[src/ulecho_pkg.sv]
`timescale 1ns / 1ps
// ----------------------------------------------------------------------------
// ulecho_pkg
// Shared types, sizes and constants of the line echo buffer.
// ----------------------------------------------------------------------------
package ulecho_pkg;

  // Line store size and header length
  localparam int DEPTH      = 128;
  localparam int ADDR_W     = $clog2(DEPTH);
  localparam int HEADER_LEN = 11;
  localparam int HDR_POS_W  = 4;

  // Job queue between front and back, power of two
  localparam int QUEUE_DEPTH = 4;
  localparam int QPTR_W      = $clog2(QUEUE_DEPTH);
  localparam int QCNT_W      = $clog2(QUEUE_DEPTH + 1);

  // Configuration register indexes
  localparam int CFG_IDX_W = 1;
  localparam logic [CFG_IDX_W-1:0] REG_END_CHAR     = 1'b0;
  localparam logic [CFG_IDX_W-1:0] REG_TRAILER_CHAR = 1'b1;

  localparam logic [7:0] END_CHAR_RST     = 8'd13;
  localparam logic [7:0] TRAILER_CHAR_RST = 8'd10;
  localparam logic [7:0] SPACE_CHAR       = 8'h20;

  // Request kinds on the input channel
  localparam logic ACT_RX_BYTE  = 1'b0;
  localparam logic ACT_TX_READY = 1'b1;

  typedef enum logic [1:0] {
    PH_RECEIVE = 2'd0,
    PH_HEADER  = 2'd1,
    PH_BODY    = 2'd2,
    PH_TRAILER = 2'd3
  } phase_t;

  typedef enum logic [1:0] {
    JOB_WRITE   = 2'd0,
    JOB_HEADER  = 2'd1,
    JOB_BODY    = 2'd2,
    JOB_TRAILER = 2'd3
  } job_kind_t;

  // One unit of work for the back end
  typedef struct packed {
    job_kind_t         kind;
    logic [ADDR_W-1:0] addr;
    logic [7:0]        data;
  } job_t;

  // Header text "You wrote: ", spaces beyond its end
  function automatic logic [7:0] header_char(input logic [HDR_POS_W-1:0] pos);
    logic [7:0] c;
    unique case (pos)
      4'd0:    c = 8'h59;
      4'd1:    c = 8'h6F;
      4'd2:    c = 8'h75;
      4'd3:    c = 8'h20;
      4'd4:    c = 8'h77;
      4'd5:    c = 8'h72;
      4'd6:    c = 8'h6F;
      4'd7:    c = 8'h74;
      4'd8:    c = 8'h65;
      4'd9:    c = 8'h3A;
      4'd10:   c = 8'h20;
      default: c = SPACE_CHAR;
    endcase
    return c;
  endfunction

endpackage

[src/ulecho_front.sv]
`timescale 1ns / 1ps
// ----------------------------------------------------------------------------
// ulecho_front
// Accepts requests, tracks the line phase and indices, and issues jobs.
// ----------------------------------------------------------------------------
module ulecho_front (
  input  logic                              clk,
  input  logic                              rst_n,
  input  logic                              in_tvalid,
  input  logic                              in_tready,
  input  logic [7:0]                        in_tdata,
  input  logic                              in_tuser,
  input  logic                              cfg_wr_en,
  input  logic [ulecho_pkg::CFG_IDX_W-1:0]  cfg_addr,
  input  logic [7:0]                        cfg_wdata,
  output logic                              push,
  output ulecho_pkg::job_t                  push_job
);
  import ulecho_pkg::*;

  localparam logic [HDR_POS_W:0] HDR_LEN_V = (HDR_POS_W + 1)'(HEADER_LEN);
  localparam logic [ADDR_W-1:0]  LAST_IDX  = ADDR_W'(DEPTH - 1);

  phase_t                 phase_r, phase_nxt;
  logic [ADDR_W-1:0]      wr_idx_r, wr_idx_nxt, wr_idx_inc;
  logic [ADDR_W-1:0]      rd_idx_r, rd_idx_nxt, rd_idx_inc;
  logic [HDR_POS_W-1:0]   hdr_pos_r, hdr_pos_nxt, hdr_pos_inc;
  logic [7:0]             end_char_r, trailer_char_r;
  logic                   accept;

  assign accept      = in_tvalid && in_tready;
  assign wr_idx_inc  = (wr_idx_r == LAST_IDX) ? '0 : wr_idx_r + 1'b1;
  assign rd_idx_inc  = (rd_idx_r == LAST_IDX) ? '0 : rd_idx_r + 1'b1;
  assign hdr_pos_inc = hdr_pos_r + 1'b1;

  // Classify the request and build the job
  always_comb begin
    phase_nxt   = phase_r;
    wr_idx_nxt  = wr_idx_r;
    rd_idx_nxt  = rd_idx_r;
    hdr_pos_nxt = hdr_pos_r;
    push        = 1'b0;
    push_job    = '{kind: JOB_WRITE, addr: wr_idx_r, data: in_tdata};
    if (accept) begin
      if (in_tuser == ACT_RX_BYTE) begin
        if (phase_r == PH_RECEIVE) begin
          push       = 1'b1;
          wr_idx_nxt = wr_idx_inc;
          if (in_tdata == end_char_r) begin
            hdr_pos_nxt = '0;
            phase_nxt   = (HEADER_LEN == 0) ? PH_BODY : PH_HEADER;
          end
        end
      end else begin
        unique case (phase_r)
          PH_HEADER: begin
            push        = 1'b1;
            push_job    = '{kind: JOB_HEADER, addr: '0, data: header_char(hdr_pos_r)};
            hdr_pos_nxt = hdr_pos_inc;
            if ({1'b0, hdr_pos_inc} >= HDR_LEN_V) begin
              phase_nxt = PH_BODY;
            end
          end
          PH_BODY: begin
            push       = 1'b1;
            push_job   = '{kind: JOB_BODY, addr: rd_idx_r, data: '0};
            rd_idx_nxt = rd_idx_inc;
            if (rd_idx_inc == wr_idx_r) begin
              phase_nxt = PH_TRAILER;
            end
          end
          PH_TRAILER: begin
            push      = 1'b1;
            push_job  = '{kind: JOB_TRAILER, addr: '0, data: trailer_char_r};
            phase_nxt = PH_RECEIVE;
          end
          PH_RECEIVE: begin
            push = 1'b0;
          end
        endcase
      end
    end
  end

  // Line state
  always_ff @(posedge clk) begin
    if (!rst_n) begin
      phase_r   <= PH_RECEIVE;
      wr_idx_r  <= '0;
      rd_idx_r  <= '0;
      hdr_pos_r <= '0;
    end else begin
      phase_r   <= phase_nxt;
      wr_idx_r  <= wr_idx_nxt;
      rd_idx_r  <= rd_idx_nxt;
      hdr_pos_r <= hdr_pos_nxt;
    end
  end

  // Configuration registers
  always_ff @(posedge clk) begin
    if (!rst_n) begin
      end_char_r     <= END_CHAR_RST;
      trailer_char_r <= TRAILER_CHAR_RST;
    end else if (cfg_wr_en) begin
      if (cfg_addr == REG_END_CHAR) begin
        end_char_r <= cfg_wdata;
      end
      if (cfg_addr == REG_TRAILER_CHAR) begin
        trailer_char_r <= cfg_wdata;
      end
    end
  end

endmodule

[src/ulecho_queue.sv]
`timescale 1ns / 1ps
// ----------------------------------------------------------------------------
// ulecho_queue
// Short job queue that decouples the front end from the back end.
// ----------------------------------------------------------------------------
module ulecho_queue (
  input  logic             clk,
  input  logic             rst_n,
  input  logic             push,
  input  ulecho_pkg::job_t push_job,
  output logic             can_push,
  output logic             head_valid,
  output ulecho_pkg::job_t head_job,
  input  logic             pop
);
  import ulecho_pkg::*;

  job_t              slot_r [QUEUE_DEPTH];
  logic [QPTR_W-1:0] wr_ptr_r, rd_ptr_r;
  logic [QCNT_W-1:0] count_r;

  assign can_push   = (count_r != QCNT_W'(QUEUE_DEPTH));
  assign head_valid = (count_r != '0);
  assign head_job   = slot_r[rd_ptr_r];

  // Pointers and fill count
  always_ff @(posedge clk) begin
    if (!rst_n) begin
      wr_ptr_r <= '0;
      rd_ptr_r <= '0;
      count_r  <= '0;
    end else begin
      if (push) begin
        wr_ptr_r <= wr_ptr_r + 1'b1;
      end
      if (pop) begin
        rd_ptr_r <= rd_ptr_r + 1'b1;
      end
      if (push && !pop) begin
        count_r <= count_r + 1'b1;
      end else if (pop && !push) begin
        count_r <= count_r - 1'b1;
      end
    end
  end

  // Storage
  always_ff @(posedge clk) begin
    if (push) begin
      slot_r[wr_ptr_r] <= push_job;
    end
  end

endmodule

[src/ulecho_back.sv]
`timescale 1ns / 1ps
// ----------------------------------------------------------------------------
// ulecho_back
// Owns the line store, executes jobs and drives the output register.
// ----------------------------------------------------------------------------
module ulecho_back (
  input  logic             clk,
  input  logic             rst_n,
  input  logic             head_valid,
  input  ulecho_pkg::job_t head_job,
  output logic             pop,
  output logic             out_tvalid,
  input  logic             out_tready,
  output logic [7:0]       out_tdata,
  output logic             out_tlast
);
  import ulecho_pkg::*;

  logic [7:0] line_store [DEPTH];

  logic       sa_valid_r;
  job_kind_t  sa_kind_r;
  logic [7:0] sa_data_r;
  logic [7:0] rdata_r;
  logic       out_valid_r;
  logic [7:0] out_data_r;
  logic       out_last_r;

  logic out_free, sa_adv, sa_ready, load, is_write;

  assign out_free = !out_valid_r || out_tready;
  assign sa_adv   = sa_valid_r && out_free;
  assign sa_ready = !sa_valid_r || out_free;
  assign is_write = (head_job.kind == JOB_WRITE);
  // Writes never need an output slot
  assign pop      = head_valid && (is_write || sa_ready);
  assign load     = pop && !is_write;

  // Store write and registered read
  always_ff @(posedge clk) begin
    if (pop && is_write) begin
      line_store[head_job.addr] <= head_job.data;
    end
    if (load && head_job.kind == JOB_BODY) begin
      rdata_r <= line_store[head_job.addr];
    end
  end

  // Read stage
  always_ff @(posedge clk) begin
    if (!rst_n) begin
      sa_valid_r <= 1'b0;
    end else if (load) begin
      sa_valid_r <= 1'b1;
    end else if (sa_adv) begin
      sa_valid_r <= 1'b0;
    end
  end

  always_ff @(posedge clk) begin
    if (load) begin
      sa_kind_r <= head_job.kind;
      sa_data_r <= head_job.data;
    end
  end

  // Output register
  always_ff @(posedge clk) begin
    if (!rst_n) begin
      out_valid_r <= 1'b0;
    end else if (sa_adv) begin
      out_valid_r <= 1'b1;
    end else if (out_tready) begin
      out_valid_r <= 1'b0;
    end
  end

  always_ff @(posedge clk) begin
    if (sa_adv) begin
      out_data_r <= (sa_kind_r == JOB_BODY) ? rdata_r : sa_data_r;
      out_last_r <= (sa_kind_r == JOB_TRAILER);
    end
  end

  assign out_tvalid = out_valid_r;
  assign out_tdata  = out_data_r;
  assign out_tlast  = out_last_r;

endmodule

[src/uart_line_echo_buffer_core.sv]
`timescale 1ns / 1ps
// ----------------------------------------------------------------------------
// uart_line_echo_buffer_core
// Serial line echo engine with a circular line store.
// ----------------------------------------------------------------------------
// Takes one request per clock while the job queue has room. Received bytes
// (tuser low) are stored in a 128-byte circular store until the end
// character arrives; then each transmitter-ready request (tuser high) yields
// one output byte: the header "You wrote: ", the stored line, and the
// trailer character with tlast set. Requests that do not fit the current
// phase are dropped without output. A request's result passes through the
// four-entry job queue, the registered store read and the output register.
// in_tready falls only when the job queue is full because the output side
// is stalled. The store has no reset; the indices do.
// ----------------------------------------------------------------------------
module uart_line_echo_buffer_core (
  input  logic                             clk,
  input  logic                             rst_n,
  input  logic                             in_tvalid,
  output logic                             in_tready,
  input  logic [7:0]                       in_tdata,   // [7:0] rx_byte
  input  logic                             in_tuser,   // [0] action
  output logic                             out_tvalid,
  input  logic                             out_tready,
  output logic [7:0]                       out_tdata,  // [7:0] tx_byte
  output logic                             out_tlast,  // line_done
  input  logic                             cfg_wr_en,
  input  logic [ulecho_pkg::CFG_IDX_W-1:0] cfg_addr,
  input  logic [7:0]                       cfg_wdata
);
  import ulecho_pkg::*;

  logic push, can_push, head_valid, pop;
  job_t push_job, head_job;

  assign in_tready = can_push;

  ulecho_front u_front (
    .clk       (clk),
    .rst_n     (rst_n),
    .in_tvalid (in_tvalid),
    .in_tready (in_tready),
    .in_tdata  (in_tdata),
    .in_tuser  (in_tuser),
    .cfg_wr_en (cfg_wr_en),
    .cfg_addr  (cfg_addr),
    .cfg_wdata (cfg_wdata),
    .push      (push),
    .push_job  (push_job)
  );

  ulecho_queue u_queue (
    .clk        (clk),
    .rst_n      (rst_n),
    .push       (push),
    .push_job   (push_job),
    .can_push   (can_push),
    .head_valid (head_valid),
    .head_job   (head_job),
    .pop        (pop)
  );

  ulecho_back u_back (
    .clk        (clk),
    .rst_n      (rst_n),
    .head_valid (head_valid),
    .head_job   (head_job),
    .pop        (pop),
    .out_tvalid (out_tvalid),
    .out_tready (out_tready),
    .out_tdata  (out_tdata),
    .out_tlast  (out_tlast)
  );

endmodule

[config.mk]
export PLATFORM = sky130hd
export DESIGN_NAME = uart_line_echo_buffer_core
export DESIGN_NICKNAME = d
export VERILOG_FILES = /design/src/ulecho_pkg.sv /design/src/ulecho_front.sv /design/src/ulecho_queue.sv /design/src/ulecho_back.sv /design/src/uart_line_echo_buffer_core.sv
export SDC_FILE = /design/constraint.sdc
export NUM_CORES = 1
export LEC_CHECK = 0
export BUFFER_PORTS_ARGS = -buffer_cell sky130_fd_sc_hd__clkbuf_2
export CORE_MARGIN = 2
export CORE_UTILIZATION = 30
export DETAILED_ROUTE_END_ITERATION = 8
export GPL_TIMING_DRIVEN = 1
export PLACE_DENSITY = 0.51
export SYNTH_ARGS = -nofsm -noshare
export SYNTH_HDL_FRONTEND = slang
export SYNTH_HIERARCHICAL = 1
export SYNTH_SLANG_ARGS = --single-unit
export TNS_END_PERCENT = 30
[constraint.sdc]
create_clock -name clk -period 3.2 [get_ports clk]
set_clock_uncertainty 0.05 [all_clocks]
set_input_delay 0.48 -clock clk [delete_from_list [all_inputs] [get_ports clk]]
set_output_delay 0.48 -clock clk [all_outputs]
set_load 0.03 [all_outputs]
==> impl_results.md <==
- Share of synthesized registers carrying an async set or reset: 0
- Worst slew margin: 0.3141
- Crit Path Max Fanout: 7
- GRT Util Overall: 0.1969
- Total CTS buffers: 119
- Count of final setup violators: 121
- Layout area overhead: 29.16%
- Setup TNS: -6.736 ns
- Gate count of the mapped netlist: 2952
- Die Height: 399.2 um
- Total power: 56.96 mW
- First-iteration detailed-routing DRC count: 3461
- Antenna-violating nets left: 0
- First-pass GRT wire length: 224.8 mm
- Critical Path Max Stage Delay: 0.79 ns
- Worst IR drop on VDD: 0.6228 mV
- Die width: 399.2 um
- Most frequent cells in the layout: 1119 x edfxtp_1, 499 x buf_4, 137 x nor2_1
- Die ar.: 0.1593 mm2
- Arrival @ worst endpoint: 4.01 ns
- Most common library cell in the layout ignoring fill and taps: edfxtp_1
- Non-Filler Cell Area, Final: 0.06051 mm2
- Status: complete, but fails checks
- Slew Limit Fails: 0
- Fmax: 279.7 MHz
- RSZ-0062 raised after global routing: true
- Yosys cell types: 84
- HP Start: rst_n
- Initial Utilization: 0.3010
- Cell Chain, Critical Path: mux4_4 > buf_12 > buf_12 > and3b_4 > buf_4 > buf_12 > buf_4 > a22oi_1 > o21ai_0 > a22o_1 > a211oi_1 > o32ai_2
- Rows: 145
- DPL Wire Length: 103.5 mm
- Power Density: 941.2 mW/mm2
- Post-Syn Area per Cell: 15.87 um2
- Vias per std cell: 5.369
- Root Buffer Master: clkbuf_16
- Via count: 30780
- Setup Crit Path Kind: flop to flop
- Failing checks: setup timing
- Max-cap viol count: 0
- Flops & latches, synth: 1173
- Fin crit share: 1.117
- Skew-Pair Late Insertion Delay: 0.75 ns
- # DRC: 0
- Largest net degree at the start of global routing: 130
- Hold Crit Class: input pin to flop
- Pre-CTS setup slack: -1.005 ns
- Netlist Area Pre-Place: 0.04685 mm2
- Crit end category: flop
- Mapped Nets: 2991
- CTS tree: done
- Worst-margin pin slew: 1.021 ns
- H-tree depth: 3
- Setup crit start kind: flop
- GR Overflow Total: 0
- Clk slew on worst S/H paths: 0.06 ns
- Wire per inst: 27.86 um
- Critical R2R Launch: u_queue/slot_r[3][8]$_DFFE_PP_
- WL final: 159.8 mm
- CP required: 3.64 ns
- EDFF count, synth: 1119
- Final Hold Fails: 0
- Leak: 20.37 nW
- Syn. warnings: 6
- Core box area: 0.1557 mm2
- Nets: 3612
- DP Area: 0.05426 mm2
- Placed insts: 5436
- Placer Congestion: 0.9143
- Vias in the first global route: 29500
- Crit path max-delay cell type: mux4_4
- Clock Sinks: 1173
- Clock Tree Buf Depth: 3
- Share of cells above drive strength 1: 0.3245
- DRT Pass-1 Iters: 5
- I/O Pins: 34
- Crit. Startpoint: u_queue/slot_r[3][8]$_DFFE_PP_
- Non-filler cells, final: 5734
- Worst setup margin: -0.3750 ns
- I/O Buffers: 33
- Cell mode on critical path: buf_12
- Sequential fraction of the synthesis area: 0.7403
- Fin crit period: 3.575 ns
- Antenna violations before repair: 4
- Most used DFF post-synth: edfxtp_1
[worst paths after layout]
path | to | slack (ns) | cells past startpoint
max | u_back/rdata_r[2]$_DFFE_PP_ | -0.37 | 12
min reg2reg | u_front/trailer_char_r[2]$_SDFFE_PN0P_ | 0.41 | 2
min | u_front/phase_r[1]$_SDFFE_PN0P_ | 0.09 | 3
max reg2reg | u_back/rdata_r[2]$_DFFE_PP_ | -0.37 | 12
[state kept, by name, summed over array words and instances, names as in the netlist, named ones only]
| register | count |
|---|---|
| u_back/line_store | 1024 |
| u_queue/slot_r | 68 |
| u_back/out_tdata | 8 |
| u_back/rdata_r | 8 |
| u_back/sa_data_r | 8 |
| u_front/end_char_r | 8 |
| u_front/trailer_char_r | 8 |
| u_front/rd_idx_r | 7 |
| u_front/wr_idx_r | 7 |
| u_front/hdr_pos_r | 4 |
| u_queue/count_r | 3 |
| u_back/sa_kind_r | 2 |
| u_front/phase_r | 2 |
| u_queue/rd_ptr_r | 2 |
| u_queue/wr_ptr_r | 2 |
| u_back/out_tlast | 1 |
| u_back/out_tvalid | 1 |
| u_back/sa_valid_r | 1 |
[layout make-up]
class | count | area (um2)
repair buffers | 715 | 6984
clock inverters | 77 | 725.7
well taps | 2058 | 2575
fillers | 14470 | 95150
flip-flops and latches | 1173 | 34690
clock buffers | 144 | 3072
multi-input cells | 1539 | 12350
inverters | 25 | 106.4
diodes | 3 | 7.507
[worst max-delay path, delay by kind of cell (launching register included)]
family | cells | cell delay, ns
mux | 1 | 0.79
simple gates | 1 | 0.26
flops | 1 | 0.41
compound gates | 5 | 1.00
buf+inv | 5 | 0.78
[cells in the mapped netlist (12+ instances only)]
master	n	area [um2]
a31oi_1	16	100.1
a211oi_1	12	90.09
clkbuf_1	84	315.3
o221ai_1	27	236.5
mux4_2	27	608.1
edfxtp_1	1119	33600
a22o_1	63	551.8
nor3_1	23	115.1
inv_1	22	82.58
dfxtp_1	54	1081
and2_1	23	143.9
a21oi_1	121	605.6
mux2i_1	129	1291
o21ai_0	75	375.4
ha_1	15	187.7
buf_2	89	445.4
buf_4	17	127.6
xor2_1	20	175.2
nand3_1	38	190.2
nand2b_1	25	156.4
a22oi_1	105	788.3
nor2b_1	38	237.7
mux2_2	38	427.9
nand2_1	133	499.2
nor2_1	201	754.5
o22ai_1	53	331.6
o22a_1	26	227.7
a221oi_1	152	1331
buf_1	23	86.33
[what timing repair did]
item,4_1_cts,5_1_grt
pin swaps,59,32
setup endpoints to repair,556,484
gates resized for setup,203,164
buffers inserted,45,11
gates cloned,9,3
endpoints found under the hold margin,17,0
hold buffers,9,0
[logic make-up (layout without fill, tap and decap cells)]
logic type                 Yosys count  count (layout)  share of synthesized area
AOI/OAI and AO/OA                  748             748                     0.1176
DFF                               1173            1173                     0.7403
other                                0               3                          0
muxes                              201             202                    0.05360
xor gates and xnor gates            29              29                   0.005421
and+or+nand+nor                    541             544                    0.05421
adders and majority gates           16              16                   0.004433
buffers and inverters              244             961                    0.02444
[power by group]
| group | internal, mW | total, mW | leakage, nW | switching (mW) |
|---|---|---|---|---|
| sequential | 19.1 | 19.4 | 10.5 | 0.229 |
| combinational | 9.30 | 23.8 | 8.02 | 14.5 |
| clock | 7.78 | 13.8 | 1.85 | 6.01 |
[metal layers]
layer / vias up / track usage / share of wire
li1: 13180 / - / -
met1: 16000 / 0.2723 / 0.43
met2: 1336 / 0.3094 / 0.46
met3: 269 / 0.03698 / 0.077
met4: 2 / 0.06894 / 0.037
met5: - / 0 / 0.00010
[metrics by stage]
stage                     utilization  hold slack, ns
after floorplan                     -          0.3860
after global placement         0.3486          0.3992
after detailed placement       0.3486          0.4049
after CTS                      0.3833         0.04245
after global routing           0.3887         0.09573
final                          0.3887         0.08849
No activity file was read; power rests on OpenSTA's default activity.
